$ cat src/hw/rtl/axis_angle_to_rotation_matrix_macros.svh
// Assertion macros shared by the axis-angle to rotation matrix RTL
`ifndef AXIS_ANGLE_TO_ROTATION_MATRIX_MACROS_SVH
`define AXIS_ANGLE_TO_ROTATION_MATRIX_MACROS_SVH

// same-cycle implication
`define AA_ASSERT_IMP(label, clk, rst_n, ante, cons, msg) \
    label: assert property (@(posedge clk) disable iff (!rst_n) (ante) |-> (cons)) \
        else $error(msg);

// next-cycle implication
`define AA_ASSERT_NXT(label, clk, rst_n, ante, cons, msg) \
    label: assert property (@(posedge clk) disable iff (!rst_n) (ante) |=> (cons)) \
        else $error(msg);

`endif

$ cat src/hw/rtl/aa_pkg.sv
// Types, constants and arithmetic helpers for the axis-angle to rotation matrix block
`timescale 1ns / 1ps

package aa_pkg;

    localparam int AA_ATAN_LEN   = 24;
    localparam int AA_SQRT_STEPS = 30;
    localparam int AA_DIV_STEPS  = 31;

    localparam logic signed [34:0] AA_PI      = 35'sd3373259426;
    localparam logic signed [34:0] AA_HALF_PI = 35'sd1686629713;
    localparam logic signed [34:0] AA_TWO_PI  = 35'sd6746518852;
    localparam logic signed [34:0] AA_ONE     = 35'sd1073741824;
    localparam logic signed [33:0] AA_CORDIC_K = 34'sd652032874;
    localparam logic [30:0]        AA_U_MAX    = 31'd1073741824;
    localparam logic signed [35:0] AA_ONE_W    = 36'sd1073741824;
    localparam logic signed [15:0] AA_Q14_ONE  = 16'sd16384;

    typedef struct packed {
        logic signed [15:0] ax;
        logic signed [15:0] ay;
        logic signed [15:0] az;
        logic [31:0]        len2;
        logic               zero;
    } aa_axis_t;

    typedef struct packed {
        logic signed [33:0] x;
        logic signed [33:0] y;
        logic signed [33:0] z;
        logic               neg_cos;
        aa_axis_t           axis;
    } aa_cordic_t;

    typedef struct packed {
        logic [60:0]        n;
        logic [60:0]        res;
        logic signed [31:0] sth;
        logic signed [32:0] vth;
        logic signed [15:0] ax;
        logic signed [15:0] ay;
        logic signed [15:0] az;
        logic               zero;
    } aa_sqrt_t;

    typedef struct packed {
        logic [2:0][60:0]   rem;
        logic [2:0][30:0]   q;
        logic [2:0]         neg;
        logic [29:0]        s;
        logic signed [31:0] sth;
        logic signed [32:0] vth;
        logic               zero;
    } aa_div_t;

    function automatic logic signed [33:0] aa_atan(input int idx);
        logic signed [33:0] v;
        case (idx)
            0:       v = 34'sd843314856;
            1:       v = 34'sd497837829;
            2:       v = 34'sd263043836;
            3:       v = 34'sd133525158;
            4:       v = 34'sd67021686;
            5:       v = 34'sd33543515;
            6:       v = 34'sd16775850;
            7:       v = 34'sd8388437;
            8:       v = 34'sd4194282;
            9:       v = 34'sd2097149;
            10:      v = 34'sd1048575;
            11:      v = 34'sd524287;
            12:      v = 34'sd262143;
            13:      v = 34'sd131071;
            14:      v = 34'sd65535;
            15:      v = 34'sd32767;
            16:      v = 34'sd16383;
            17:      v = 34'sd8191;
            18:      v = 34'sd4095;
            19:      v = 34'sd2047;
            20:      v = 34'sd1023;
            21:      v = 34'sd511;
            22:      v = 34'sd255;
            23:      v = 34'sd127;
            default: v = 34'sd0;
        endcase
        return v;
    endfunction

    // Q30 product, round half up, floor shift
    function automatic logic signed [32:0] aa_mulq30(input logic signed [32:0] a,
                                                     input logic signed [32:0] b);
        logic signed [65:0] p;
        logic signed [65:0] r;
        p = a * b;
        r = (p + 66'sd536870912) >>> 30;
        return r[32:0];
    endfunction

    // Q30 to Q1.14 with saturation to plus or minus one
    function automatic logic signed [15:0] aa_to_q14(input logic signed [35:0] v);
        logic signed [35:0] r;
        logic signed [15:0] o;
        r = (v + 36'sd32768) >>> 16;
        if (r > 36'sd16384)
            o = 16'sd16384;
        else if (r < -36'sd16384)
            o = -16'sd16384;
        else
            o = r[15:0];
        return o;
    endfunction

endpackage

$ cat src/hw/rtl/aa_div_cell.sv
// One quotient bit of the three restoring dividers with its pipeline register
`timescale 1ns / 1ps

module aa_div_cell #(
    parameter int STEP = 0
) (
    input  logic            clk,
    input  logic            rst_n,
    input  logic            en,
    input  logic            in_valid,
    input  aa_pkg::aa_div_t in_data,
    output logic            out_valid,
    output aa_pkg::aa_div_t out_data
);
    import aa_pkg::*;

    aa_div_t     data_reg;
    aa_div_t     data_next;
    logic        valid_reg;
    logic [60:0] d;

    always_comb
    begin
        data_next = in_data;
        d         = 61'(in_data.s) << STEP;
        for (int k = 0; k < 3; k++)
        begin
            if (in_data.rem[k] >= d)
            begin
                data_next.rem[k]    = in_data.rem[k] - d;
                data_next.q[k][STEP] = 1'b1;
            end
        end
    end

    always_ff @(posedge clk or negedge rst_n)
    begin
        if (!rst_n)
            valid_reg <= 1'b0;
        else if (en)
            valid_reg <= in_valid;
    end

    always_ff @(posedge clk)
    begin
        if (en)
            data_reg <= data_next;
    end

    assign out_valid = valid_reg;
    assign out_data  = data_reg;

endmodule

$ cat config.mk
export PLATFORM = sky130hd
export DESIGN_NAME = aa_div_cell
export DESIGN_NICKNAME = d
export VERILOG_FILES = /design/src/hw/rtl/axis_angle_to_rotation_matrix_macros.svh /design/src/hw/rtl/aa_pkg.sv /design/src/hw/rtl/aa_div_cell.sv
export SDC_FILE = /design/constraint.sdc
export NUM_CORES = 1
export LEC_CHECK = 0
export BUFFER_PORTS_ARGS = -buffer_cell sky130_fd_sc_hd__buf_2
export CAP_MARGIN = 20
export CORE_AREA = 4 4 289 291
export CTS_CLUSTER_DIAMETER = 60
export DETAILED_ROUTE_END_ITERATION = 10
export DIE_AREA = 0 0 293 295
export SETUP_SLACK_MARGIN = 0.3
export SYNTH_ARGS = -nofsm -noshare
export SYNTH_HDL_FRONTEND = slang
export SYNTH_SLANG_ARGS = --single-unit
export TNS_END_PERCENT = 100
$ cat constraint.sdc
create_clock -name clk -period 1.85 [get_ports clk]
set_input_delay 0.185 -clock clk [delete_from_list [all_inputs] [get_ports clk]]
set_output_delay 0.185 -clock clk [all_outputs]
set_load 0.02 [all_outputs]
# Word-level counts from Yosys, hierarchy flattened
# Cells that the tools add are included.
# totals
register_bits,376
input_bits,379
output_inout_bits,376
# classes
n_addsub,3
n_lt_le_gt_ge,3
muxes,3
# ops
cell,n
61-bit by 30-bit >= comparator with 1-bit output,3
61-bit two-way mux,3
61-bit by 30-bit subtractor with 61-bit output,3

# Longest topological paths before layout
# Gate-level depths: netlist of the first run.
# logic_depth
word_depth,2
depth_mapped,14

# Least setup slack after synthesis of the first run
# Ideal clock, no wire load.
# synth_path
path_kind,input -> register
from,input in_data[93] (netlist name)
to,register data_reg (netlist bit out_data[370]) (data pin)
setup_ps,258
t_arrival_ps,2761
required_time_ps,1592
setup_slack_ps,-1168
path_stages,12
path_buffers,1
cell_sequence,inv_1 > ha_1 > clkbuf_1 > nand4_1 > nor4_1 > nand3_1 > nor4_1 > nor4_1 > o21a_1 > a2111oi_4 > nand4_1 > xnor2_1
# synth_rtl
element,line_no,text
"start, declared",aa_div_cell.sv:11,"input aa_pkg::aa_div_t in_data,"
"end signal, assigned",aa_div_cell.sv:47,data_reg <= data_next;
"end, declared",aa_div_cell.sv:17,aa_div_t data_reg;

==> flow_summary.ini, run 1 <==
[layout]
drive_above_1_share = 0.565
stdcell_count = 4612
seq_area_sq_um = 11300
area_growth_syn_to_layout_pct = 99.7
multi_input_area_sq_um = 11200
fill_cells = 7170
nNetsFinal = 3968

[global_routing]
grt_pass1_vias = 22070
grt_max_degree = 54
grt_remaining_overflow = 0
grt_pass1_wl_microns = 143000
antenna_found_initial = 32
track_usage = 0.223

[floorplanning]
initial_utilization = 0.245
dieArea_sq_um = 86400
io_pins = 755
core_area_sq_um = 80500
die_width_microns = 293
die_h_microns = 295
rows = 104

[setup_path]
reg2reg_from = out_valid
r2r-end = out_valid
path_common_cell = buf_4
critical-path-top-delay-family = buffers and inverters
critical_path_class = input pin to flip-flop
crit_path_end_kind = flip-flop
path_max_fanout = 6
slowest_stage = ha_4
startpoint_type = input pin
required_ns = 2.19
reg2reg_depth = 1
crit_chain = buf_8 > clkinvlp_4 > ha_4 > buf_6 > buf_6 > nand3_4 > nor4_4 > buf_4 > nand4_1 > o21ai_2 > a21oi_2 > o41a_4 > buf_4 > buf_4 > a2111oi_4 > xor2_1
r2r_slack_ns = 1.05
slowest_delay_ns = 0.32
arrival_ns = 2.95
cp.buffers_inverters = 7

[route]
wirelength_microns = 103000
antenna_left = 0
dr.pass1.iters = 7
viasPerCell = 4.67
via_count = 21516
wl_per_cell_microns = 22.3
drc = 0
first_iter_violations = 1126

[clock_tree]
clock_latency_ns = 0.61
cts_root_buf = clkbuf_16
cts_buffers = 52
clk_pin_slew_ns = 0.06
htreeDepth = 2
cts_tree = done
cts_buffer_depth = 3
cts.sinks = 376

[min_path]
whs_path_depth = 3
holdCritPathClass = input pin to flip-flop
whs_endpoint = out_data[201]
hp-start = in_data[201]

[timing]
tightest_slew_ns = 0.476
whs_ns = -0.000444
setup_ws_ns = -0.755
hold_viol_final = 1
layout_min_cycle_time_ns = 2.61
setup_viol = 186
relSlewSlack = 0.680
finalCritPeriodShare = 1.41
maxSlewViolCount = 0
fmaxAchievable_mhz = 384
setup_tns_ns = -106.80
rsz0062_at_grt = true
finClkSkew_ns = 0

[run_status]
violations = negative hold slack, negative setup slack
status = finished, violations left

[synth]
seq_area_frac_synth = 0.571
post_synth.cell_area_avg_sq_um = 11.6
yosys_warnings = 0
synthesis.nets = 2182
synth_common_cells = edfxtp_1, a21oi_1, nor2_1
synth_cells = 1710
netlist_area_sq_um = 19800
synth_top_area_frac = 0.570
yosysTopAreaCell = edfxtp_1
synthDistinctLibCells = 68
synth_flop_cell = edfxtp_1
synthArstFlopShare = 0.00266
synth_area_leaders = edfxtp_1, ha_1, xor2_1
synth-edff-count = 375
ys_ff_latch = 376
yosysMostFrequentCell = edfxtp_1

[run]
maxCapViolCount = 0

[placement]
dp.cells = 4060
hpwl_microns = 77600
numPortBuffers = 754
gp_congestion = 0.899

[pwr]
irDropWorstVdd_mv = 0.709
total_leakage_power_nw = 16.6
p_per_area_nw_per_um2 = 742
-- how the worst max path moves through the flow --
stage	from	to	slack, ns	cells after the start
2_1_floorplan	in_data[235]	out_data[242]	-1.07	10
3_3_place_gp	in_data[74]	out_data[307]	-1.56	15
3_5_place_dp	in_data[74]	out_data[307]	-1.61	15
4_1_cts	in_data[85]	out_data[303]	-0.59	12
5_1_grt	in_data[71]	out_data[305]	-0.74	17
6_report	in_data[71]	out_data[311]	-0.76	16
-- metal layers --
| layer | GRT usage | vias to the layer above | wire length, microns |
|---|---|---|---|
| li1 | - | 10092 | - |
| met1 | 0.277 | 10401 | 41400 |
| met2 | 0.376 | 832 | 49500 |
| met3 | 0.0587 | 177 | 8160 |
| met4 | 0.0754 | 14 | 3700 |
| met5 | 0.00813 | - | 186 |
-- stage by stage --
stage / cell area [sq um] / utilization / total power [mW] / setup WS [ns]
2_1_floorplan: 21200 / - / 14.2 / -1.07
5_1_grt: 39400 / 0.490 / 30.5 / -0.741
4_1_cts: 38300 / 0.475 / 29.3 / -0.592
6_report: 39500 / 0.490 / 29.3 / -0.755
3_3_place_gp: 30500 / 0.378 / 18.1 / -1.56
3_5_place_dp: 30500 / 0.378 / 18.1 / -1.61
-- report_power, final --
group          switching, mW  internal (mW)
sequential             0.295           10.4
clock                   4.12           5.62
combinational           4.79           4.03
-- cell usage in the layout, fill, tap and decap left out, drive strengths merged, types with 17 or more instances in the layout --
master	instances
buf	1456
edfxtp	375
dlygate4sd3	332
a21oi	148
nor2	137
nand2	135
o21ai	94
xor2	90
ha	90
xnor2	81
clkbuf	65
nor3	42
nor4	39
inv	38
nand4	37
nand3	37
a21o	31
nand2b	26
clkinvlp	21
nor2b	18
o21a	17
a211oi	17
-- cell families after synthesis --
logic type	count (synthesis)	synth area share
buffers and inverters	105	0.0201
muxes	11	0.00627
DFF	376	0.571
xor gates and xnor gates	171	0.0758
AOI/OAI and AO/OA	393	0.122
adders and majority gates	93	0.0600
and+or+nand+nor	561	0.145
-- timing repair --
item | 4_1_cts | 5_1_grt
cloned | 17 | 1
hold buffers | 331 | 1
endpoints found under the setup margin | 186 | 186
pin swaps | 106 | 67
endpoints found under the hold margin | 348 | 1
resized for setup | 394 | 189
buffers inserted | 69 | 23
-- layout make-up --
class | count | share of cell area
clock buffers | 63 | 0.0345
diodes | 16 | 0.00101
inverters | 46 | 0.00660
well taps | 1060 | 0.0336
flip-flops and latches | 376 | 0.286
repair buffers | 1791 | 0.347
clock inverters | 31 | 0.00767
multi-input cells | 1229 | 0.284
-- flip-flops by register name, indices dropped and copies added, names as in the netlist --
name and cells:
out_data 375, out_valid 1
Power figures use the tool's default switching activity.
==> inputs of run 2 (changes only) <==
--- a/config.mk
+++ b/config.mk
@@ -5,12 +5,13 @@
 export SDC_FILE = /design/constraint.sdc
 export NUM_CORES = 1
 export LEC_CHECK = 0
-export BUFFER_PORTS_ARGS = -buffer_cell sky130_fd_sc_hd__buf_2
+export BUFFER_PORTS_ARGS = -buffer_cell sky130_fd_sc_hd__buf_4
 export CAP_MARGIN = 20
 export CORE_AREA = 4 4 289 291
 export CTS_CLUSTER_DIAMETER = 60
 export DETAILED_ROUTE_END_ITERATION = 10
 export DIE_AREA = 0 0 293 295
+export GPL_ROUTABILITY_DRIVEN = 0
 export SETUP_SLACK_MARGIN = 0.3
 export SYNTH_ARGS = -nofsm -noshare
 export SYNTH_HDL_FRONTEND = slang
==> flow_summary.ini, run 2 (synthesized netlist as in run 1, its figures left out) <==
[timing]
finalCritPeriodShare = 1.36
layout_min_cycle_time_ns = 2.52
rsz0062_at_grt = true
relSlewSlack = 0.656
finClkSkew_ns = 0
hold_viol_final = 0
setup_viol = 186
setup_ws_ns = -0.673
tightest_slew_ns = 0.512
maxSlewViolCount = 0
fmaxAchievable_mhz = 396

[run_status]
violations = negative setup slack
status = finished, violations left

[clock_tree]
clk_pin_slew_ns = 0.05
cts_buffers = 52
htreeDepth = 2
cts_buffer_depth = 3
clock_latency_ns = 0.60
cts_root_buf = clkbuf_16
cts.sinks = 376
cts_tree = done

[setup_path]
required_ns = 2.17
crit_path_end_kind = flip-flop
path_max_fanout = 7
startpoint_type = input pin
critical_path_class = input pin to flip-flop
arrival_ns = 2.84

[floorplanning]
io_pins = 755
core_area_sq_um = 80500
die_h_microns = 295
initial_utilization = 0.245
dieArea_sq_um = 86400
die_width_microns = 293
rows = 104

[global_routing]
track_usage = 0.226
grt_pass1_wl_microns = 147000
antenna_found_initial = 22
grt_max_degree = 70
grt_remaining_overflow = 0
grt_pass1_vias = 22498

[route]
drc = 0
wirelength_microns = 104000
via_count = 21931
viasPerCell = 4.73
first_iter_violations = 1358
wl_per_cell_microns = 22.5
dr.pass1.iters = 5
antenna_left = 0

[pwr]
p_per_area_nw_per_um2 = 737
total_leakage_power_nw = 17.3
irDropWorstVdd_mv = 0.693
sw_frac_of_total = 0.306
seq_power_share = 0.356
p_int_mw = 21.0
comb_power_share = 0.314
p_sw_mw = 9.25
clkPwrFrac = 0.330

[run]
maxCapViolCount = 0

[layout]
layout_commonest_cell = buf_4
largest_reg_flops = 375
stdcell_count = 4635
area_growth_syn_to_layout_pct = 108
design_area_sq_um = 41000
drive_above_1_share = 0.549
seq_area_sq_um = 11300
multi_input_area_sq_um = 10900
most-common-layout-cells = buf_4, edfxtp_1, dlygate4sd3_1, nand2_1, a21oi_1
fill_cells = 6990
nNetsFinal = 3992

[placement]
dp.cells = 4059
detailed_place.area_sq_um = 32400
numPortBuffers = 754
hpwl_microns = 78100

[min_path]
holdCritPathClass = input pin to flip-flop
==> run 2: critical path, stage by stage <==
cell and delay (ns):
buf_6 0.08, clkinvlp_4 0.14, buf_6 0.17, ha_4 0.30, nand3_4 0.07, o21bai_4 0.19
a311oi_2 0.37, or2_4 0.19, a21oi_4 0.08, o41a_4 0.43, buf_6 0.15, a2111oi_4 0.31
xor2_1 0.17
==> run 2: power by group through the flow <==
stage                     combinational [mW]  sequential [mW]  clock, mW
after floorplan                         2.23             12.0          0
after global placement                  7.86             10.9          0
after detailed placement                7.89             10.9          0
after CTS                               9.13             10.7       10.2
after global routing                    10.0             10.8       10.6
final                                   9.48             10.8       9.98
==> run 2: worst paths after layout <==
check	cells after the start	startpoint	to	slack, ns
min in group asynchronous	3	rst_n	out_valid	0.47
min	4	in_data[213]	out_data[213]	0.03
max reg2reg	1	out_valid	out_valid	1.06
max	13	in_data[69]	out_data[311]	-0.67
min reg2reg	1	out_valid	out_valid	0.57
max in group asynchronous	3	rst_n	out_valid	1.27
==> run 2: layer usage <==
layer | global-route usage | part of all wire | routed length, microns
met5 | 0 | 0.00084 | 88
met3 | 0.0538 | 0.080 | 8340
met2 | 0.393 | 0.49 | 51500
met1 | 0.280 | 0.40 | 41500
met4 | 0.0645 | 0.028 | 2970
==> run 2: per-stage QoR <==
step / setup TNS, ns / hold WS (ns) / worst slack, ns / power (mW) / util
after floorplan: -143.31 / -0.111 / -1.07 / 14.2 / -
after global placement: -247.54 / -0.0393 / -1.68 / 18.8 / 0.402
after detailed placement: -255.55 / -0.0388 / -1.83 / 18.8 / 0.402
after CTS: -86.27 / -0.244 / -0.605 / 30.1 / 0.496
after global routing: -113.57 / 0.00240 / -0.727 / 31.4 / 0.509
final: -102.83 / 0.0292 / -0.673 / 30.2 / 0.509
==> run 2: final cells by class <==
| class | instances | share of cell area |
|---|---|---|
| repair buffers | 1814 | 0.379 |
| flip-flops and latches | 376 | 0.275 |
| multi-input cells | 1230 | 0.265 |
| clock buffers | 61 | 0.0331 |
| well taps | 1060 | 0.0323 |
| clock inverters | 35 | 0.00824 |
| inverters | 46 | 0.00631 |
| diodes | 13 | 0.000793 |
==> run 2: what timing repair did <==
action | in CTS | in global routing
pin swaps | 96 | 64
cloned | 12 | 2
setup buffers | 70 | 25
endpoints found under the hold margin | 361 | 4
setup endpoints to repair | 186 | 186
resized for setup | 306 | 168
hold buffers | 354 | 4
==> inputs of run 3 (changes only) <==
==> constraint.sdc (replaced) <==
create_clock -name clk -period 2.4 [get_ports clk]
set_input_delay 0.24 -clock clk [delete_from_list [all_inputs] [get_ports clk]]
set_output_delay 0.24 -clock clk [all_outputs]
set_load 0.02 [all_outputs]
==> flow_summary.ini, run 3 (synthesized netlist as in run 1, its figures left out) <==
[pwr]
total_leakage_power_nw = 16.8
irDropWorstVdd_mv = 0.556
p_per_area_nw_per_um2 = 578

[placement]
hpwl_microns = 77800
detailed_place.area_sq_um = 32200
numPortBuffers = 754

[timing]
finalCritPeriodShare = 1.14
rsz0062_at_grt = true
tightest_slew_ns = 0.593
setup_ws_ns = -0.343
hold_viol_final = 0
relSlewSlack = 0.601
maxSlewViolCount = 0
finClkSkew_ns = 0
fmaxAchievable_mhz = 365
layout_min_cycle_time_ns = 2.74
setup_viol = 156
whs_ns = 0.0104

[layout]
most-common-layout-cells = buf_4, edfxtp_1, dlygate4sd3_1, nand2_1, xor2_1
layout_commonest_cell = buf_4
design_area_sq_um = 40200
multi_input_area_sq_um = 11100
area_growth_syn_to_layout_pct = 103
nNetsFinal = 3874
largest_reg_flops = 375
seq_area_sq_um = 11300
drive_above_1_share = 0.569
utilization = 0.499
fill_cells = 7032

[clock_tree]
clk_pin_slew_ns = 0.06
cts_tree = done
htreeDepth = 2
cts_root_buf = clkbuf_16
cts_buffer_depth = 3
cts_buffers = 51
clock_latency_ns = 0.60
cts.sinks = 376

[route]
via_count = 21334
wirelength_microns = 102000
drc = 0
viasPerCell = 4.73
antenna_left = 0
dr.pass1.iters = 5
first_iter_violations = 1283
wl_per_cell_microns = 22.6

[setup_path]
crit_path_end_kind = flip-flop
critical_path_class = input pin to flip-flop
startpoint_type = input pin
arrival_ns = 3.09
required_ns = 2.74
path_max_fanout = 7

[global_routing]
grt_pass1_wl_microns = 142000
grt_remaining_overflow = 0
grt_max_degree = 75
track_usage = 0.218
antenna_found_initial = 16
grt_pass1_vias = 21782

[min_path]
holdCritPathClass = input pin to flip-flop

[run_status]
status = finished, violations left
violations = negative setup slack

[run]
maxCapViolCount = 0

[floorplanning]
initial_utilization = 0.245
core_area_sq_um = 80500
rows = 104
die_width_microns = 293
dieArea_sq_um = 86400
io_pins = 755
die_h_microns = 295
==> run 3: routing by layer <==
| metal | share of wire | GRT usage | up-vias |
|---|---|---|---|
| li1 | - | - | 9888 |
| met3 | 0.076 | 0.0493 | 152 |
| met5 | 0.00039 | 0 | - |
| met2 | 0.49 | 0.378 | 872 |
| met1 | 0.40 | 0.274 | 10416 |
| met4 | 0.026 | 0.0561 | 6 |
==> run 3: stage by stage <==
stage | power [mW] | cells | TNS (ns) | setup slack (ns)
floorplan | 10.9 | 1710 | -51.73 | -0.573
global placement | 14.4 | 4036 | -163.65 | -1.28
detailed placement | 14.4 | 4036 | -159.78 | -1.26
CTS | 23.0 | 4456 | -5.70 | -0.152
global route | 24.1 | 4508 | -27.02 | -0.283
finish | 23.2 | 4513 | -26.21 | -0.343
==> run 3: worst paths after layout <==
check                             startpoint             to  slack [ns]  cells past startpoint
worst max-delay path             in_data[75]  out_data[300]       -0.34                     15
worst min-delay path            in_data[337]  out_data[337]        0.01                      3
worst max register to register     out_valid      out_valid        1.64                      1
worst min register to register     out_valid      out_valid        0.53                      1
max in group asynchronous              rst_n      out_valid        1.78                      3
min in group asynchronous              rst_n      out_valid        0.51                      3
==> run 3: repair_timing <==
action | 4_1_cts | 5_1_grt
setup endpoints to repair | 186 | 186
gates resized for setup | 269 | 245
setup buffers | 55 | 36
hold buffers | 262 | 4
cloned | 10 | 6
pin swaps | 80 | 93
endpoints found under the hold margin | 261 | 4
==> run 3: report_power, final <==
part	internal (mW)	switching [mW]	total, mW
Clock	4.64	3.11	7.75
Sequential	8.04	0.261	8.31
Combinational	3.49	3.65	7.14
Total	16.2	7.02	23.2
==> run 3: cell type report <==
type / count / share of cell area
Timing Repair Buffer: 1697 / 0.360
Sequential cell: 376 / 0.281
Multi-Input combinational cell: 1230 / 0.276
Clock buffer: 63 / 0.0331
Tap cell: 1060 / 0.0330
Clock inverter: 30 / 0.00941
Inverter: 46 / 0.00654
Antenna cell: 11 / 0.000685
==> run 3: critical path, stage by stage <==
cell and delay [ns]:
buf_8 0.08, clkinvlp_4 0.18, ha_4 0.33, nand4_1 0.20
nor4_4 0.42, buf_4 0.19, nand4_1 0.23, o21ai_2 0.25
a21oi_2 0.08, o41a_4 0.18, nand2b_4 0.23, buf_6 0.14
buf_6 0.12, nor3_4 0.12, xor2_1 0.08
