==> src/hw/rtl/axis_angle_to_rotation_matrix_macros.svh <==
// Assertion macros shared by the axis-angle to rotation matrix RTL
`ifndef AXIS_ANGLE_TO_ROTATION_MATRIX_MACROS_SVH
`define AXIS_ANGLE_TO_ROTATION_MATRIX_MACROS_SVH

// same-cycle implication
`define AA_ASSERT_IMP(label, clk, rst_n, ante, cons, msg) \
    label: assert property (@(posedge clk) disable iff (!rst_n) (ante) |-> (cons)) \
        else $error(msg);

// next-cycle implication
`define AA_ASSERT_NXT(label, clk, rst_n, ante, cons, msg) \
    label: assert property (@(posedge clk) disable iff (!rst_n) (ante) |=> (cons)) \
        else $error(msg);

`endif

==> src/hw/rtl/aa_pkg.sv <==
// Types, constants and arithmetic helpers for the axis-angle to rotation matrix block
`timescale 1ns / 1ps

package aa_pkg;

    localparam int AA_ATAN_LEN   = 24;
    localparam int AA_SQRT_STEPS = 30;
    localparam int AA_DIV_STEPS  = 31;

    localparam logic signed [34:0] AA_PI      = 35'sd3373259426;
    localparam logic signed [34:0] AA_HALF_PI = 35'sd1686629713;
    localparam logic signed [34:0] AA_TWO_PI  = 35'sd6746518852;
    localparam logic signed [34:0] AA_ONE     = 35'sd1073741824;
    localparam logic signed [33:0] AA_CORDIC_K = 34'sd652032874;
    localparam logic [30:0]        AA_U_MAX    = 31'd1073741824;
    localparam logic signed [35:0] AA_ONE_W    = 36'sd1073741824;
    localparam logic signed [15:0] AA_Q14_ONE  = 16'sd16384;

    typedef struct packed {
        logic signed [15:0] ax;
        logic signed [15:0] ay;
        logic signed [15:0] az;
        logic [31:0]        len2;
        logic               zero;
    } aa_axis_t;

    typedef struct packed {
        logic signed [33:0] x;
        logic signed [33:0] y;
        logic signed [33:0] z;
        logic               neg_cos;
        aa_axis_t           axis;
    } aa_cordic_t;

    typedef struct packed {
        logic [60:0]        n;
        logic [60:0]        res;
        logic signed [31:0] sth;
        logic signed [32:0] vth;
        logic signed [15:0] ax;
        logic signed [15:0] ay;
        logic signed [15:0] az;
        logic               zero;
    } aa_sqrt_t;

    typedef struct packed {
        logic [2:0][60:0]   rem;
        logic [2:0][30:0]   q;
        logic [2:0]         neg;
        logic [29:0]        s;
        logic signed [31:0] sth;
        logic signed [32:0] vth;
        logic               zero;
    } aa_div_t;

    function automatic logic signed [33:0] aa_atan(input int idx);
        logic signed [33:0] v;
        case (idx)
            0:       v = 34'sd843314856;
            1:       v = 34'sd497837829;
            2:       v = 34'sd263043836;
            3:       v = 34'sd133525158;
            4:       v = 34'sd67021686;
            5:       v = 34'sd33543515;
            6:       v = 34'sd16775850;
            7:       v = 34'sd8388437;
            8:       v = 34'sd4194282;
            9:       v = 34'sd2097149;
            10:      v = 34'sd1048575;
            11:      v = 34'sd524287;
            12:      v = 34'sd262143;
            13:      v = 34'sd131071;
            14:      v = 34'sd65535;
            15:      v = 34'sd32767;
            16:      v = 34'sd16383;
            17:      v = 34'sd8191;
            18:      v = 34'sd4095;
            19:      v = 34'sd2047;
            20:      v = 34'sd1023;
            21:      v = 34'sd511;
            22:      v = 34'sd255;
            23:      v = 34'sd127;
            default: v = 34'sd0;
        endcase
        return v;
    endfunction

    // Q30 product, round half up, floor shift
    function automatic logic signed [32:0] aa_mulq30(input logic signed [32:0] a,
                                                     input logic signed [32:0] b);
        logic signed [65:0] p;
        logic signed [65:0] r;
        p = a * b;
        r = (p + 66'sd536870912) >>> 30;
        return r[32:0];
    endfunction

    // Q30 to Q1.14 with saturation to plus or minus one
    function automatic logic signed [15:0] aa_to_q14(input logic signed [35:0] v);
        logic signed [35:0] r;
        logic signed [15:0] o;
        r = (v + 36'sd32768) >>> 16;
        if (r > 36'sd16384)
            o = 16'sd16384;
        else if (r < -36'sd16384)
            o = -16'sd16384;
        else
            o = r[15:0];
        return o;
    endfunction

endpackage

==> src/hw/rtl/aa_sqrt_cell.sv <==
// One digit of the bitwise integer square root with its pipeline register
`timescale 1ns / 1ps

module aa_sqrt_cell #(
    parameter int STEP = 0
) (
    input  logic             clk,
    input  logic             rst_n,
    input  logic             en,
    input  logic             in_valid,
    input  aa_pkg::aa_sqrt_t in_data,
    output logic             out_valid,
    output aa_pkg::aa_sqrt_t out_data
);
    import aa_pkg::*;

    localparam logic [60:0] BIT = 61'(1) << (2 * STEP);

    aa_sqrt_t    data_reg;
    aa_sqrt_t    data_next;
    logic        valid_reg;
    logic [60:0] trial;

    always_comb
    begin
        data_next = in_data;
        trial     = in_data.res + BIT;
        if (in_data.n >= trial)
        begin
            data_next.n   = in_data.n - trial;
            data_next.res = (in_data.res >> 1) + BIT;
        end
        else
        begin
            data_next.res = in_data.res >> 1;
        end
    end

    always_ff @(posedge clk or negedge rst_n)
    begin
        if (!rst_n)
            valid_reg <= 1'b0;
        else if (en)
            valid_reg <= in_valid;
    end

    always_ff @(posedge clk)
    begin
        if (en)
            data_reg <= data_next;
    end

    assign out_valid = valid_reg;
    assign out_data  = data_reg;

endmodule

==> config.mk <==
export PLATFORM = sky130hd
export DESIGN_NAME = aa_sqrt_cell
export DESIGN_NICKNAME = d
export VERILOG_FILES = /design/src/hw/rtl/axis_angle_to_rotation_matrix_macros.svh /design/src/hw/rtl/aa_pkg.sv /design/src/hw/rtl/aa_sqrt_cell.sv
export SDC_FILE = /design/constraint.sdc
export NUM_CORES = 1
export LEC_CHECK = 0
export BUFFER_PORTS_ARGS = -buffer_cell sky130_fd_sc_hd__buf_2
export CAP_MARGIN = 0
export CORE_MARGIN = 3
export CORE_UTILIZATION = 41
export CTS_CLUSTER_DIAMETER = 30
export CTS_CLUSTER_SIZE = 8
export DETAILED_ROUTE_END_ITERATION = 8
export PLACE_DENSITY = 0.73
export SLEW_MARGIN = 5
export SYNTH_ARGS = -nofsm -noshare
export SYNTH_HDL_FRONTEND = slang
export SYNTH_SLANG_ARGS = --single-unit
==> constraint.sdc <==
create_clock -name clk -period 0.9 [get_ports clk]
set_input_delay 0.135 -clock clk [delete_from_list [all_inputs] [get_ports clk]]
set_output_delay 0.135 -clock clk [all_outputs]
set_load 0.1 [all_outputs]
==> results.toml, run 1 <==
[run_status]
status = "aborted with a tool error"
haltStage = "5_1_grt"
firstError = "[ERROR GRT-0232] Routing congestion too high. Check the congestion heatmap in the GUI."

[clock_network]
cts_buffer_depth = 3
numCtsBuffers = 57
cts_root_buf = "clkbuf_16"
h-tree-depth = 2
cts.sinks = 237

[yosys]
synth.avg_cell_area_um2 = 10.4
ys.warnings.count = 0
synth_top_area_cell = "edfxtp_1"
syn_area_um2 = 14100
synth_area_leaders = "edfxtp_1 50%, xnor2_1 6.1%, ha_1 5.6%"
synth_edf_count = 236
netlist_instances = 1354
yosysTopAreaCellShare = 0.502
synth_cell_type_count = 72
synthesis.nets = 1658
ys_seq_elements = 237
yosysSeqAreaShare = 0.504
async_reset_ff_frac = 0.00422
synth-main-ff-cell = "edfxtp_1"

[floorplanning]
die_y_um = 192
die_x_um = 192
io_pins = 477
num_rows = 67
initial_core_util = 0.419

[global_routing]
grt-ovfl-total = 79
grt_max_degree = 28
antenna_found_initial = 31
grt.total_usage = 0.804

[placement]
gp_congestion = 1.06
dpl_worst_slack_ns = -3.84
dp_hpwl_um = 55200
placed_area_um2 = 24700
portBuffers = 476

[timing]
postGrtWorstEndpoint = "out_data[131]$_DFFE_PP_/D"
worst-ep-kind = "register data pin"
## through the flow
step	std cells	hold WS [ns]	setup TNS, ns
3_5_place_dp	2717	-0.0872	-446.50
4_1_cts	3064	0.00325	-461.98
3_3_place_gp	2717	-0.0900	-442.68
2_1_floorplan	1354	-0.161	-415.90
## cell families after synthesis
family,share of synthesized area
fa+ha+maj,0.0573
simple gates,0.174
xor+xnor,0.106
compound gates,0.122
flops,0.504
mux,0.000798
buf+inv,0.0358
## repair_timing
item,CTS
gates resized for setup,261
hold endpoints to repair,191
endpoints found under the setup margin,359
pin swaps,63
cloned,12
setup buffers,45
hold buffers,184
## synthesized netlist by cell type (all sizes together), types with 2 or more instances
master  count
nor2      128
nand4      59
o31ai       9
nand2     142
o211a       2
nor3       34
clkbuf     35
nor4       14
a31oi      11
inv        26
nand3      48
o21bai     18
nor2b       6
edfxtp    236
and3       20
xnor2      98
a21boi      4
nand2b      4
or4         6
buf        38
a211oi      3
o21ai      56
and2       10
nor3b       4
a21oi     119
or3        11
o211ai      3
or2         6
o22ai       2
and4        6
ha         63
xor2       73
o21a        8
a21o       33
a221oi      2
## metal layers
metal / GRT overflow / GRT usage
met5: 0 / 0.365
met2: 37 / 0.939
met4: 38 / 0.863
met1: 2 / 0.782
met3: 2 / 0.678
==> run 2: changes to the inputs <==
--- a/config.mk
+++ b/config.mk
@@ -8,11 +8,9 @@
 export BUFFER_PORTS_ARGS = -buffer_cell sky130_fd_sc_hd__buf_2
 export CAP_MARGIN = 0
 export CORE_MARGIN = 3
-export CORE_UTILIZATION = 41
-export CTS_CLUSTER_DIAMETER = 30
-export CTS_CLUSTER_SIZE = 8
+export CORE_UTILIZATION = 26
 export DETAILED_ROUTE_END_ITERATION = 8
-export PLACE_DENSITY = 0.73
+export PLACE_DENSITY_LB_ADDON = 0.15
 export SLEW_MARGIN = 5
 export SYNTH_ARGS = -nofsm -noshare
 export SYNTH_HDL_FRONTEND = slang
==> run 2 against run 1 <==
- the flow now finishes, with violations (negative setup slack)
- area after synthesis unchanged
- synthesized cell count unchanged
==> results.toml, run 2 <==
[run_status]
status = "complete, but fails checks"
violations = "negative setup slack"

[yosys]
synth_top_area_cell = "edfxtp_1"
yosysTopAreaCellShare = 0.502
synth_commonest_cells = "236 x edfxtp_1, 142 x nand2_1, 128 x nor2_1"
ys.warnings.count = 0
synth_edf_count = 236
async_reset_ff_frac = 0.00422
netlist_instances = 1354
synth.avg_cell_area_um2 = 10.4
synth-main-ff-cell = "edfxtp_1"
synth_cell_type_count = 72
synth_area_leaders = "edfxtp_1 50%, xnor2_1 6.1%, ha_1 5.6%"
synthesis.nets = 1658
ys_seq_elements = 237
yosysSeqAreaShare = 0.504
syn_area_um2 = 14100
yosysMostFrequentCell = "edfxtp_1"

[floorplanning]
io_pins = 477
dieArea_um2 = 57100
num_rows = 84
initial_core_util = 0.265
die_y_um = 239
die_x_um = 239
core-area_um2 = 53200

[global_routing]
grt.total_usage = 0.244
antenna_found_initial = 12
grt-ovfl-total = 0
grt_pass1_wl_um = 104000
grt_pass1_vias = 16400
grt_max_degree = 53

[worst_setup_path]
crit_fanout = 8
crit_path_end_kind = "register"
required_ns = 1.22
crit_start = "in_data[151]"
worst-setup-path-type = "primary input to register"
critPathCapture = "out_data[164]$_DFFE_PP_"
rrSetupSlack_ns = 0.03
r2r_start = "out_valid$_DFFE_PN0P_"
rr_endpoint = "out_valid$_DFFE_PN0P_"
r2r_cells = 1
critical_path_arrival_ns = 4.37
start_kind = "primary input"

[clock_network]
cts_tree = "built"
cts_root_buf = "clkbuf_16"
h-tree-depth = 1
clk_latency_ns = 0.56
numCtsBuffers = 28
clkTransAtPathRegs_ns = 0.06
cts.sinks = 237
cts_buffer_depth = 3

[timing]
fmax_mhz = 247
hold_viol = 0
setup_viol = 359
finalCritPeriodShare = 4.50
finalMaxSlewViolations = 0
finalClockSkew_ns = 0
hold_ws_ns = 0.0288
period_needed_ns = 4.05
setup_ws_ns = -3.15
tightest_slew_ns = 0.541
relSlewSlack = 0.637
rsz0062_at_grt = "true"
setup_tns_ns = -471.14

[power_and_ir_drop]
vdd_ir_drop_max_mv = 1.38
seq_power_share = 0.286
p_total_mw = 50.6
leakage_nw = 13.2
pwr-share-clk = 0.247
power_switching_mw = 19.8
netSwitchingFraction = 0.391
combPwrFrac = 0.466
power.density_nw_per_um2 = 1640
internal-power_mw = 30.8

[detailed_routing]
wl_per_cell_um = 21.8
met3_length_um = 4670
drc_errors = 0
top_layer = "met5"
drt_iter0_drc = 733
viasPerCell = 4.70
dr.pass1.iters = 7
met1_length_um = 29500
drtAntennaViolNets = 0
wl_um = 72200
wl_met2_um = 35400
vias = 15600

[layout]
finalCoreUtilization = 0.579
layout_commonest_cell = "buf_4"
largest_reg_flops = 236
layout_common_cells = "534 x buf_4, 265 x buf_12, 236 x edfxtp_1, 229 x buf_2, 204 x dlygate4sd3_1"
num-nets-final = 2902
drive_gt1_frac = 0.546
layout.cells.non_filler = 3314
syn2layout_area_growth_pct = 118

[placement]
portBuffers = 476
dp_hpwl_um = 56400
gp_congestion = 0.936
dp.cells = 2974

[min_path]
hp-class = "primary input to register"
holdPathStages = 4

[flow_run]
cap_violations = 0
-- run 2: cell counts after synthesis --
Identical to the previous run, type by type.
-- run 2: layout make-up --
type | instances | area [um^2]
diodes | 6 | 15.0
repair buffers | 1284 | 13200
well taps | 688 | 861
clock inverters | 23 | 309
multi-input cells | 1021 | 8470
fillers | 4477 | 22400
clock buffers | 29 | 704
flip-flops and latches | 237 | 7120
inverters | 26 | 97.6
-- run 2: cell families (layout without fill, tap and decap cells) --
group                    Yosys count  count (layout)  share of synthesized area
AO/OA/AOI/OAI                    280             283                      0.122
XOR/XNOR                         171             171                      0.106
adder cells (fa/ha/maj)           64              64                     0.0573
buffers and inverters             99            1362                     0.0358
flip-flops                       237             237                      0.504
multiplexers                       1               1                   0.000798
other                              0               6                          0
AND/OR/NAND/NOR                  502             502                      0.174
-- run 2: what timing repair did --
action | in CTS | in global routing
hold buffers | 205 | 0
pin swaps | 100 | 84
cloned | 14 | 0
setup buffers | 47 | 25
gates resized for setup | 281 | 122
setup endpoints to repair | 359 | 447
endpoints found under the hold margin | 206 | 0
-- run 2: how the worst min path moves through the flow --
stage | slack [ns] | start | to
CTS | 0.001 | in_data[131] | out_data[130]$_DFFE_PP_
global placement | -0.09 | rst_n | out_valid$_DFFE_PN0P_
global route | 0.01 | en | out_data[167]$_DFFE_PP_
detailed placement | -0.09 | rst_n | out_valid$_DFFE_PN0P_
floorplan | -0.16 | rst_n | out_valid$_DFFE_PN0P_
finish | 0.03 | in_data[203] | out_data[203]$_DFFE_PP_
-- run 2: per-layer routing --
layer / vias to the layer above / global-route usage
met5: - / 0
met4: 12 / 0.0848
met3: 132 / 0.0524
met2: 517 / 0.423
met1: 7443 / 0.301
li1: 7469 / -
-- run 2: metrics by stage --
stage	worst slack, ns	area [um^2]
floorplan	-3.34	14600
global placement	-4.23	25100
detailed placement	-4.23	25100
CTS	-3.10	30000
global route	-3.26	30800
finish	-3.15	30800
-- run 2: worst max-delay path: stages --
cell	delay, ns
buf_2	0.09
buf_4	0.14
nand4_1	0.13
nor3_4	0.21
nand2_1	0.09
or3_4	0.34
or3_4	0.34
or3_4	0.37
xor2_1	0.17
buf_4	0.15
ha_1	0.29
nand4_1	0.12
or2_1	0.28
nor2_2	0.14
nand3_2	0.10
o21ai_2	0.18
o21bai_4	0.19
buf_6	0.13
buf_6	0.09
o21a_4	0.19
buf_12	0.19
nand4_1	0.14
xnor2_1	0.15
-- run 2: power by group through the flow --
| stage | Combinational, mW | Clock (mW) | Sequential (mW) |
|---|---|---|---|
| 6_report | 23.6 | 12.5 | 14.5 |
| 5_1_grt | 24.5 | 13.3 | 14.6 |
| 4_1_cts | 23.1 | 12.9 | 14.5 |
| 3_5_place_dp | 20.5 | 0 | 14.7 |
| 3_3_place_gp | 20.4 | 0 | 14.7 |
| 2_1_floorplan | 3.97 | 0 | 21.7 |
Note: power is estimated with default switching activity, not from simulation.
==> run 3: changes to the inputs <==
--- a/config.mk
+++ b/config.mk
@@ -7,6 +7,7 @@
 export LEC_CHECK = 0
 export BUFFER_PORTS_ARGS = -buffer_cell sky130_fd_sc_hd__buf_2
 export CAP_MARGIN = 0
+export CORE_ASPECT_RATIO = 0.5
 export CORE_MARGIN = 3
 export CORE_UTILIZATION = 26
 export DETAILED_ROUTE_END_ITERATION = 8
==> constraint.sdc (replaced) <==
create_clock -name clk -period 3.4 [get_ports clk]
set_input_delay 0.51 -clock clk [delete_from_list [all_inputs] [get_ports clk]]
set_output_delay 0.51 -clock clk [all_outputs]
set_load 0.1 [all_outputs]
==> run 3 against run 2 <==
- the run still ends with negative setup slack left
- core utilization shrank 11 points
- sequential share of layout area grew 5.7 points
- setup slack gained 2.3 ns
- register-to-register slack gained 2.6 ns
- hold slack gained 0.086 ns
- die area grew 0.30%
- non-clock buffer count shrank 222
==> results.toml, run 3 (synthesis results as in run 2) <==
[floorplanning]
initial_core_util = 0.267
num_rows = 59
dieArea_um2 = 57300
io_pins = 477
core-area_um2 = 52800
die_x_um = 336
die_y_um = 171

[clock_network]
numCtsBuffers = 26
h-tree-depth = 1
cts_buffer_depth = 3
cts_tree = "built"
clkTransAtPathRegs_ns = 0.07
clk_latency_ns = 0.57
cts.sinks = 237
cts_root_buf = "clkbuf_16"

[detailed_routing]
dr.pass1.iters = 5
vias = 14500
wl_um = 65600
drtAntennaViolNets = 0
wl_per_cell_um = 21.2
drc_errors = 0
viasPerCell = 4.68
drt_iter0_drc = 965

[timing]
period_needed_ns = 4.28
fmax_mhz = 233
rsz0062_at_grt = "true"
hold_ws_ns = 0.115
hold_viol = 0
relSlewSlack = 0.471
finalMaxSlewViolations = 0
setup_tns_ns = -95.60
finalClockSkew_ns = 0
setup_viol = 122
setup_ws_ns = -0.885
tightest_slew_ns = 0.792
finalCritPeriodShare = 1.26

[layout]
fillCellCount = 5029
num-nets-final = 2676
finalCoreUtilization = 0.468
layout.cells.non_filler = 3094
layout_common_cells = "529 x buf_4, 461 x buf_2, 236 x edfxtp_1, 103 x nand2_1, 79 x xnor2_1"
syn2layout_area_growth_pct = 75.0
fin_area_um2 = 24700
largest_reg_flops = 236
layout_commonest_cell = "buf_4"
drive_gt1_frac = 0.589

[worst_setup_path]
crit_fanout = 6
crit_start = "in_data[150]"
critPathSlowestCell = "or3_4"
r2r_cells = 1
critical_path_arrival_ns = 4.65
crit_top_cell = "or3_4"
required_ns = 3.76
r2r_start = "out_valid$_DFFE_PN0P_"
start_kind = "primary input"
max_stage_delay_ns = 0.37
worst-setup-path-type = "primary input to register"
crit_path_end_kind = "register"

[global_routing]
grt-ovfl-total = 0
antenna_found_initial = 2
grt_max_degree = 74
grt_pass1_wl_um = 92500
grt.total_usage = 0.218
grt_pass1_vias = 14400

[min_path]
hp-class = "primary input to register"
holdPathStages = 1
min_from = "in_data[93]"

[power_and_ir_drop]
power.density_nw_per_um2 = 481
vdd_ir_drop_max_mv = 0.379
p_total_mw = 11.9
leakage_nw = 10.7

[run_status]
status = "complete, but fails checks"
violations = "negative setup slack"

[flow_run]
cap_violations = 0

[placement]
placed_area_um2 = 21300
gp_congestion = 0.913
dp_hpwl_um = 52100
portBuffers = 476
dpl_worst_slack_ns = -1.95
dp.cells = 2967
-- run 3: layout make-up --
cell class	count	area, um^2	share of cell area
Multi-Input combinational cell	1019	8240	0.334
Tap cell	701	877	0.0355
Clock inverter	17	200	0.00811
Sequential cell	237	7110	0.288
Inverter	26	97.6	0.00395
Timing Repair Buffer	1062	7450	0.302
Clock buffer	31	709	0.0287
Antenna cell	1	2.50	0.000101
-- run 3: final timing paths --
| kind | endpoint | slack [ns] |
|---|---|---|
| worst min-delay path | out_data[93]$_DFFE_PP_ | 0.11 |
| worst min register to register | out_valid$_DFFE_PN0P_ | 0.52 |
| max in group asynchronous | out_valid$_DFFE_PN0P_ | 3.08 |
| worst max register to register | out_valid$_DFFE_PN0P_ | 2.65 |
| min in group asynchronous | out_valid$_DFFE_PN0P_ | 0.24 |
| worst max-delay path | out_data[235]$_DFFE_PP_ | -0.88 |
-- run 3: power breakdown --
part | switching, mW | total [mW] | internal [mW]
logic | 3.58 | 5.13 | 1.55
registers | 0.0858 | 3.64 | 3.56
clock network | 1.36 | 3.10 | 1.74
total | 5.02 | 11.9 | 6.85
-- run 3: critical path: cells and delay by family --
kind | cells | cell delay [ns]
compound gates | 3 | 0.32
xor+xnor | 1 | 0.08
fa+ha+maj | 1 | 0.34
buf+inv | 8 | 1.08
simple gates | 12 | 2.32
-- run 3: layer usage --
metal  share of wire  up-vias  track usage
met4           0.026        0       0.0488
met5               0        -            0
met3           0.048       83       0.0314
met1            0.45     7062        0.298
met2            0.48      339        0.367
li1                -     7011            -
-- run 3: timing repair --
item	in CTS	in global routing
pin swaps	79	98
setup endpoints to repair	122	122
resized for setup	215	183
setup buffers	51	24
hold endpoints to repair	1	0
gates cloned	15	0
hold buffers	1	0
==> run 4: changes to the inputs <==
--- a/config.mk
+++ b/config.mk
@@ -10,6 +10,7 @@
 export CORE_ASPECT_RATIO = 0.5
 export CORE_MARGIN = 3
 export CORE_UTILIZATION = 26
+export CTS_BUF_LIST = sky130_fd_sc_hd__clkbuf_8
 export DETAILED_ROUTE_END_ITERATION = 8
 export PLACE_DENSITY_LB_ADDON = 0.15
 export SLEW_MARGIN = 5
==> run 4 against run 3 <==
- the flow still finishes with violations (negative setup slack)
- cell area fell by 0.84%
- sequential cell count unchanged
- hold slack got worse by 0.012 ns
- via count rose by 1.1%
- die area is the same
- clock-buffer cell count rose by 11
- global-route usage down 0.25 points
- core utilization down 0.39 points
- critical path type unchanged
- critical endpoint is now out_data[155]$_DFFE_PP_
==> results.toml, run 4 (synthesis results as in run 2) <==
[run_status]
status = "complete, but fails checks"
violations = "negative setup slack"

[global_routing]
grt_pass1_wl_um = 91700
grt_util_met3 = 0.0301
grt_max_degree = 74
use_met2 = 0.363
antenna_found_initial = 2
grt.total_usage = 0.215
grt-ovfl-total = 0
grt_pass1_vias = 14500
use_met1 = 0.294
grt_most_used_layer = "met2"

[floorplanning]
core-area_um2 = 52800
dieArea_um2 = 57300
die_y_um = 171
die_x_um = 336
num_rows = 59
io_pins = 477
initial_core_util = 0.267

[min_path]
hp-class = "primary input to register"

[worst_setup_path]
max_stage_delay_ns = 0.38
crit_fanout = 8
start_kind = "primary input"
crit_chain = "buf_8 > nand4_1 > nor3_4 > nand2_2 > or3_4 > or3_4 > or3_4 > nor2_4 > xnor2_2 > ha_1 > a21o_1 > a21o_1 > a21oi_2 > o21ai_2 > or3_4 > o21ai_4 > buf_6 > buf_6 > nor3_4 > xor2_1"
critPathSlowestCell = "or3_4"
required_ns = 3.72
critical_path_arrival_ns = 4.63
crit_path_end_kind = "register"
crit_top_cell = "or3_4"
worst-setup-path-type = "primary input to register"

[layout]
drive_gt1_frac = 0.588
largest_reg_flops = 236
syn2layout_area_growth_pct = 73.5
layout_common_cells = "546 x buf_4, 461 x buf_2, 236 x edfxtp_1, 110 x nand2_1, 79 x xnor2_1"
layout_commonest_cell = "buf_4"
num-nets-final = 2695

[timing]
finalClockSkew_ns = 0
fmax_mhz = 232
finalMaxSlewViolations = 0
relSlewSlack = 0.499
finalCritPeriodShare = 1.27
period_needed_ns = 4.31
tightest_slew_ns = 0.750
setup_ws_ns = -0.906
rsz0062_at_grt = "true"
hold_viol = 0
setup_tns_ns = -93.74
setup_viol = 122

[detailed_routing]
wl_um = 65700
drc_errors = 0
drt_iter0_drc = 980
dr.pass1.iters = 5
drtAntennaViolNets = 0
wl_per_cell_um = 21.0
vias = 14700
viasPerCell = 4.69

[power_and_ir_drop]
p_total_mw = 11.4
power.density_nw_per_um2 = 465
leakage_nw = 10.6
vdd_ir_drop_max_mv = 0.280

[clock_network]
cts_root_buf = "clkbuf_8"
numCtsBuffers = 41
cts_tree = "built"
clk_latency_ns = 0.57
cts_buffer_depth = 3
cts.sinks = 237
clkTransAtPathRegs_ns = 0.07
h-tree-depth = 2

[placement]
dpl_worst_slack_ns = -1.95
dp_hpwl_um = 52100
portBuffers = 476
gp_congestion = 0.913

[flow_run]
cap_violations = 0
==> run 4: changes by cell type in the layout (fill, tap and decap cells not counted), moves of 5 or more <==
cell       previous run  this run
inv_1                26        34
clkinv_1              0         9
nor2_2               19        29
clkbuf_8              4        42
clkbuf_16            26         4
nor2_4               37        24
buf_12               20        15
buf_6                27        20
buf_4               529       546
nand3_4              10         5
nand2_1             103       110
==> run 4: power breakdown <==
part | total, mW | internal (mW) | switching (mW)
Combinational | 5.07 | 1.52 | 3.56
Clock | 2.68 | 1.32 | 1.36
Sequential | 3.65 | 3.56 | 0.0849
==> run 4: worst max-delay path, delay by kind of cell <==
kind | cells | cell delay (ns)
AO/OA/AOI/OAI | 5 | 1.00
XOR/XNOR | 2 | 0.31
buffers and inverters | 3 | 0.41
AND/OR/NAND/NOR | 9 | 2.12
adder cells (fa/ha/maj) | 1 | 0.26
==> run 4: what timing repair did <==
item,in CTS,in global routing
hold buffers,1,0
setup buffers,55,18
resized for setup,185,171
cloned,8,4
setup endpoints to repair,122,122
pin swaps,97,90
endpoints found under the hold margin,1,0
==> run 4: per-stage QoR <==
step                hold slack [ns]  utilization  area (um^2)  instances
finish                        0.103        0.464        24500       3124
global route                 0.0393        0.464        24500       3124
CTS                          0.0461        0.444        23500       3105
detailed placement            0.286        0.404        21300       2967
global placement              0.286        0.404        21300       2967
floorplan                     0.214            -        14600       1354
==> run 4: final timing paths <==
| check | start | slack [ns] | endpoint | cells after the start |
|---|---|---|---|---|
| worst max-delay path | in_data[144] | -0.91 | out_data[155]$_DFFE_PP_ | 20 |
| worst min-delay path | in_data[49] | 0.10 | out_data[49]$_DFFE_PP_ | 1 |
| worst max register to register | out_valid$_DFFE_PN0P_ | 2.65 | out_valid$_DFFE_PN0P_ | 1 |
| worst min register to register | out_valid$_DFFE_PN0P_ | 0.52 | out_valid$_DFFE_PN0P_ | 1 |
| max in group asynchronous | rst_n | 3.08 | out_valid$_DFFE_PN0P_ | 2 |
| min in group asynchronous | rst_n | 0.23 | out_valid$_DFFE_PN0P_ | 2 |
==> run 4: layout make-up <==
type                       count  area [um^2]
fill                        5086        28300
multi-input combinational   1019         8220
clock buffer                  42          578
sequential                   237         7110
timing repair buffer        1066         7390
inverter                      26         97.6
tap                          701          877
antenna                        1         2.50
clock inverter                32          206
==> run 4: metal layers <==
layer | wire length [um] | up-vias
met1 | 29700 | 7158
met3 | 3170 | 86
met2 | 31200 | 361
met5 | 0 | -
met4 | 1520 | 0
li1 | - | 7054
